$ cat config.mk
export PLATFORM = sky130hd
export DESIGN_NAME = ple_ctrl
export DESIGN_NICKNAME = d
export VERILOG_FILES = /design/src/sv/positional_list_engine_macros.svh /design/src/sv/ple_pkg.sv /design/src/sv/ple_ctrl.sv
export SDC_FILE = /design/constraint.sdc
export NUM_CORES = 1
export LEC_CHECK = 0
export BUFFER_PORTS_ARGS = -buffer_cell sky130_fd_sc_hd__buf_2
export CAP_MARGIN = 10
export CELL_PAD_IN_SITES_DETAIL_PLACEMENT = 2
export CELL_PAD_IN_SITES_GLOBAL_PLACEMENT = 2
export CORE_MARGIN = 10
export CORE_UTILIZATION = 20
export DETAILED_ROUTE_END_ITERATION = 7
export PLACE_DENSITY = 0.75
export SYNTH_ARGS = -nofsm -noshare
export SYNTH_HDL_FRONTEND = slang
export SYNTH_SLANG_ARGS = --single-unit
$ cat constraint.sdc
create_clock -name clk -period 1.4 [get_ports clk]
set_input_delay 0.28 -clock clk [delete_from_list [all_inputs] [get_ports clk]]
set_output_delay 0.28 -clock clk [all_outputs]
set_load 0.03 [all_outputs]
$ cat src/sv/positional_list_engine_macros.svh
// Assertion macros shared by the positional list engine RTL.
// Depends on a clk and an active-low rst_n in the scope of each use.
`ifndef POSITIONAL_LIST_ENGINE_MACROS_SVH
`define POSITIONAL_LIST_ENGINE_MACROS_SVH

// Same-cycle implication, sampled on clk, off during reset.
`define PLE_ASSERT_NOW(lbl, ante, cons, msg) \
    lbl: assert property (@(posedge clk) disable iff (!rst_n) (ante) |-> (cons)) \
        else $error(msg);

// Next-cycle implication, sampled on clk, off during reset.
`define PLE_ASSERT_NEXT(lbl, ante, cons, msg) \
    lbl: assert property (@(posedge clk) disable iff (!rst_n) (ante) |=> (cons)) \
        else $error(msg);

`endif

$ cat src/sv/ple_pkg.sv
// Shared constants, codes and controller/datapath bundles for the list engine.
// No dependencies.
package ple_pkg;

    localparam int CAPACITY   = 256;
    localparam int ITEM_W     = 32;
    localparam int ADDR_W     = $clog2(CAPACITY);
    localparam int COUNT_W    = $clog2(CAPACITY + 1);
    localparam int OP_W       = 3;
    localparam int POS_W      = 8;
    localparam int STAT_W     = 2;
    localparam int IN_BITS    = OP_W + POS_W + ITEM_W;
    localparam int OUT_BITS   = STAT_W + ITEM_W + COUNT_W;
    localparam int IN_TDATA_W  = ((IN_BITS + 7) / 8) * 8;
    localparam int OUT_TDATA_W = ((OUT_BITS + 7) / 8) * 8;

    typedef enum logic [OP_W-1:0] {
        OP_INS_HEAD = 3'd0,
        OP_INS_TAIL = 3'd1,
        OP_INS_AT   = 3'd2,
        OP_REM_HEAD = 3'd3,
        OP_REM_TAIL = 3'd4,
        OP_REM_AT   = 3'd5,
        OP_READ_AT  = 3'd6
    } op_t;

    typedef enum logic [STAT_W-1:0] {
        ST_DONE    = 2'd0,
        ST_REFUSED = 2'd1,
        ST_FULL    = 2'd2
    } stat_t;

    // Anchor position captured with a request.
    typedef enum logic [1:0] {
        BASE_ZERO,
        BASE_POS,
        BASE_LAST,
        BASE_COUNT
    } bsel_t;

    // Memory read address source.
    typedef enum logic [1:0] {
        RD_BASE,
        RD_UP,
        RD_DN
    } rsel_t;

    typedef struct packed {
        logic  load;
        bsel_t bsel;
        logic  cur_from_count;
        logic  rd_en;
        rsel_t rsel;
        logic  wr_shift;
        logic  wr_put;
        logic  cur_dec;
        logic  cur_inc;
        logic  grab;
        logic  cnt_inc;
        logic  cnt_dec;
        logic  finish;
        stat_t stat;
    } cmd_t;

    typedef struct packed {
        logic full;
        logic empty;
        logic pos_ok;
        logic cur_gt_base;
        logic more_dn;
        logic out_free;
    } sts_t;

endpackage

$ cat src/sv/ple_ctrl.sv
// Sequencer for the list engine: decodes a request and steps the datapath.
// Depends on ple_pkg.
module ple_ctrl
    import ple_pkg::*;
(
    input  logic            clk,
    input  logic            rst_n,
    input  logic            in_valid,
    output logic            in_ready,
    input  logic [OP_W-1:0] operation,
    input  sts_t            sts,
    output cmd_t            cmd
);

    typedef enum logic [3:0] {
        S_IDLE,
        S_FETCH,
        S_GRAB,
        S_UP_RD,
        S_UP_WR,
        S_DN_RD,
        S_DN_WR,
        S_DONE
    } state_t;

    typedef enum logic [0:0] {
        K_REMOVE,
        K_READ
    } kind_t;

    state_t state_reg, state_next;
    stat_t  stat_reg, stat_next;
    kind_t  kind_reg, kind_next;

    assign in_ready = (state_reg == S_IDLE);

    always_comb
    begin
        state_next = state_reg;
        stat_next  = stat_reg;
        kind_next  = kind_reg;
        cmd        = '0;
        cmd.bsel   = BASE_ZERO;
        cmd.rsel   = RD_BASE;
        cmd.stat   = stat_reg;

        case (state_reg)
            S_IDLE:
            begin
                if (in_valid)
                begin
                    cmd.load   = 1'b1;
                    stat_next  = ST_DONE;
                    state_next = S_DONE;
                    case (op_t'(operation))
                        OP_INS_HEAD:
                        begin
                            cmd.bsel = BASE_ZERO;
                            cmd.cur_from_count = 1'b1;
                            if (sts.full) stat_next = ST_FULL;
                            else state_next = S_UP_RD;
                        end
                        OP_INS_TAIL:
                        begin
                            cmd.bsel = BASE_COUNT;
                            cmd.cur_from_count = 1'b1;
                            if (sts.full) stat_next = ST_FULL;
                            else state_next = S_UP_RD;
                        end
                        OP_INS_AT:
                        begin
                            cmd.bsel = BASE_POS;
                            cmd.cur_from_count = 1'b1;
                            if (!sts.pos_ok) stat_next = ST_REFUSED;
                            else if (sts.full) stat_next = ST_FULL;
                            else state_next = S_UP_RD;
                        end
                        OP_REM_HEAD, OP_REM_TAIL:
                        begin
                            cmd.bsel  = (op_t'(operation) == OP_REM_HEAD) ? BASE_ZERO
                                                                          : BASE_LAST;
                            kind_next = K_REMOVE;
                            if (sts.empty) stat_next = ST_REFUSED;
                            else state_next = S_FETCH;
                        end
                        OP_REM_AT, OP_READ_AT:
                        begin
                            cmd.bsel  = BASE_POS;
                            kind_next = (op_t'(operation) == OP_READ_AT) ? K_READ : K_REMOVE;
                            if (!sts.pos_ok) stat_next = ST_REFUSED;
                            else state_next = S_FETCH;
                        end
                        default:
                        begin
                            stat_next = ST_REFUSED;
                        end
                    endcase
                end
            end
            S_FETCH:
            begin
                cmd.rd_en  = 1'b1;
                cmd.rsel   = RD_BASE;
                state_next = S_GRAB;
            end
            S_GRAB:
            begin
                cmd.grab   = 1'b1;
                state_next = (kind_reg == K_READ) ? S_DONE : S_DN_RD;
            end
            S_UP_RD:
            begin
                if (sts.cur_gt_base)
                begin
                    cmd.rd_en  = 1'b1;
                    cmd.rsel   = RD_UP;
                    state_next = S_UP_WR;
                end
                else
                begin
                    cmd.wr_put  = 1'b1;
                    cmd.cnt_inc = 1'b1;
                    state_next  = S_DONE;
                end
            end
            S_UP_WR:
            begin
                cmd.wr_shift = 1'b1;
                cmd.cur_dec  = 1'b1;
                state_next   = S_UP_RD;
            end
            S_DN_RD:
            begin
                if (sts.more_dn)
                begin
                    cmd.rd_en  = 1'b1;
                    cmd.rsel   = RD_DN;
                    state_next = S_DN_WR;
                end
                else
                begin
                    cmd.cnt_dec = 1'b1;
                    state_next  = S_DONE;
                end
            end
            S_DN_WR:
            begin
                cmd.wr_shift = 1'b1;
                cmd.cur_inc  = 1'b1;
                state_next   = S_DN_RD;
            end
            S_DONE:
            begin
                if (sts.out_free)
                begin
                    cmd.finish = 1'b1;
                    state_next = S_IDLE;
                end
            end
            default:
            begin
                state_next = S_IDLE;
            end
        endcase
    end

    always_ff @(posedge clk or negedge rst_n)
    begin
        if (!rst_n)
        begin
            state_reg <= S_IDLE;
            stat_reg  <= ST_DONE;
            kind_reg  <= K_READ;
        end
        else
        begin
            state_reg <= state_next;
            stat_reg  <= stat_next;
            kind_reg  <= kind_next;
        end
    end

endmodule

==> impl_metrics.ini <==
[sta]
fin_ws_ps = -503
worst_slew_pin_slew_ps = 361
drv_slew = 0
max_freq_mhz = 526
skew_ps = 3.50
rsz0062_at_grt = yes
tns_ps = -5950
hold_viol_final = 0
layout_min_cycle_time_ps = 1900
maxSlewHeadroom_pct = 75.7
setup_violations = 20
min_period_over_period_pct = 136

[drt]
via_per_inst = 4.93
first_pass_iters = 4
wirelength_um = 3080
vias = 769
drtIter0Drc = 29
drc = 0
ant_nets = 0
wl_per_cell_um = 19.8

[min_path]
hold_class = in -> async

[logic_synthesis]
ys_seq_area_share_pct = 25.1
synth_edf_count = 0
avgSynthCellArea_um2 = 7.63
synth-async-reset-ratio_pct = 100
syn_nets = 91
synth_cell_types = 36
syn_inst = 79
ys_warn_count = 0
synth_seq_cells = 6
netlist_area_um2 = 603
synth_ff_type = dfrtp_1

[job]
cap_violations = 0

[pwr]
p_leak_nw = 0.588
vdd_drop_max_v = 0.000687
p_per_area_mw_per_mm2 = 2060
total_power_mw = 2.51

[global_routing]
track_usage_pct = 9.67
grt_max_degree = 16
grt_pass1_vias = 854
antenna_found_initial = 0
grt.overflow.total = 0
grt_pass1_wl_um = 4210

[finish]
largest_reg_flops = 3
utilization_pct = 43.1
syn2layout_area_growth_pct = 102
fin_cells = 156
nets = 138
stdcell_area_mm2 = 0.00122
num-fill-cells = 311
drive_gt1_share_pct = 63.2
diodes = 0

[die]
start_util_pct = 21.3
fp.dieH_um = 74.9
rows = 19
io_pins = 30
coreArea_mm2 = 0.00283
chipWidth_um = 74.9
die_area_mm2 = 0.00561

[placed_design]
placed_cells = 138
gp_congestion = 0.695
dpl.hpwl_um = 2000
postPlaceCellArea_um2 = 865
io_buffers = 29

[clocking]
htreeDepth = 1
root_buffer = clkbuf_4
clock_insertion_delay_worst_skew_ps = 270
cts_sinks = 6
numCtsBuffers = 3
ctsLongestPathBuffers = 2
cts.clk_slew.worst_paths_ps = 60
cts_tree = done

[worst_setup_path]
worstSetupEndpointType = output port
path_max_fanout = 4
setup.worst_path.start_class = flip-flop
critPathKind = reg -> out
r2r_slack_ps = -330
critical_path_required_ps = 1120
critical_path_arrival_ps = 1620

[status]
status = complete, but fails checks
violations = negative setup slack
-- metrics by stage --
| step | worst slack (ps) | hold WS (ps) |
|---|---|---|
| floorplan | -312 | -15.6 |
| global placement | -232 | 112 |
| detailed placement | -265 | 116 |
| CTS | -483 | 360 |
| global route | -547 | 396 |
| finish | -503 | 364 |
-- cell usage in the layout (no fill, tap or decap), types with 3 or more instances in the layout --
| master | netlist | final |
|---|---|---|
| o21ai_1 | 2 | 3 |
| buf_6 | 1 | 19 |
| buf_4 | 1 | 14 |
| dfrtp_1 | 5 | 5 |
| o21ai_0 | 5 | 3 |
| buf_2 | 3 | 13 |
| nand2_1 | 4 | 3 |
| nor2b_4 | 0 | 5 |
| inv_1 | 6 | 4 |
| nor2_2 | 0 | 3 |
| clkbuf_4 | 0 | 3 |
| nand2b_1 | 3 | 3 |
-- cell usage after synthesis, types with 2 or more instances --
master	instances	area [µm²]
nand3_1	2	10.0
o211ai_1	2	15.0
buf_2	3	15.0
o21ai_1	2	10.0
a21o_1	2	15.0
nand2_1	4	15.0
inv_1	6	22.5
nor3b_1	2	15.0
nor2b_1	6	37.5
nand2b_1	3	18.8
nor3_1	3	15.0
xnor2_1	2	17.5
clkbuf_1	3	11.3
a211oi_1	2	15.0
and2_1	2	12.5
dfrtp_1	5	125
nor2_1	4	15.0
a21oi_1	4	20.0
o21ai_0	5	25.0
-- report_power, final --
part | switching (mW) | internal, mW
Clock | 0.0915 | 0.110
Sequential | 0.0492 | 0.250
Combinational | 1.04 | 0.972
-- cell type report --
cell class | instances | area, µm² | area share, %
Timing Repair Buffer | 50 | 449 | 36.8
Tap cell | 31 | 38.8 | 3.18
Multi-Input combinational cell | 59 | 529 | 43.4
Clock buffer | 4 | 26.3 | 2.15
Inverter | 6 | 25.0 | 2.05
Sequential cell | 6 | 151 | 12.4
-- worst max-delay path: stages, from the launching register on --
cell and delay [ps]:
dfrtp_1 390, or4b_4 600, nor3b_4 210, buf_6 150
-- path summary, 6_finish.rpt --
check / cells past startpoint / start / endpoint
max in group asynchronous: 2 / rst_n / kind_reg
min reg2reg: 2 / stat_reg[0] / stat_reg[0]
max: 3 / state_reg[0] / cmd[13]
min in group clk: 2 / operation[2] / stat_reg[1]
min: 2 / rst_n / stat_reg[0]
max reg2reg: 6 / state_reg[0] / kind_reg
-- repair_timing --
item | CTS | global route
buffers inserted | 4 | 10
hold buffers | 1 | 0
hold endpoints to repair | 5 | 0
pin swaps | 2 | 5
setup endpoints to repair | 20 | 21
resized for setup | 32 | 35
-- logic make-up after synthesis --
kind of cell           after synthesis  synth area share, %
AO/OA/AOI/OAI                       24                 27.4
flip-flops                           6                 25.1
buffers and inverters               14                 11.2
XOR/XNOR                             2                 2.91
AND/OR/NAND/NOR                     33                 33.4
-- metal layers --
layer / GRT usage, % / part of all wire (%) / vias to the layer above
met5: 0 / 0 / -
met2: 17.8 / 57 / 17
met4: 2.73 / 2.7 / 0
met3: 3.29 / 5.5 / 7
met1: 10.2 / 35 / 376
li1: - / - / 369
Note: power is estimated with default switching activity, not from simulation.
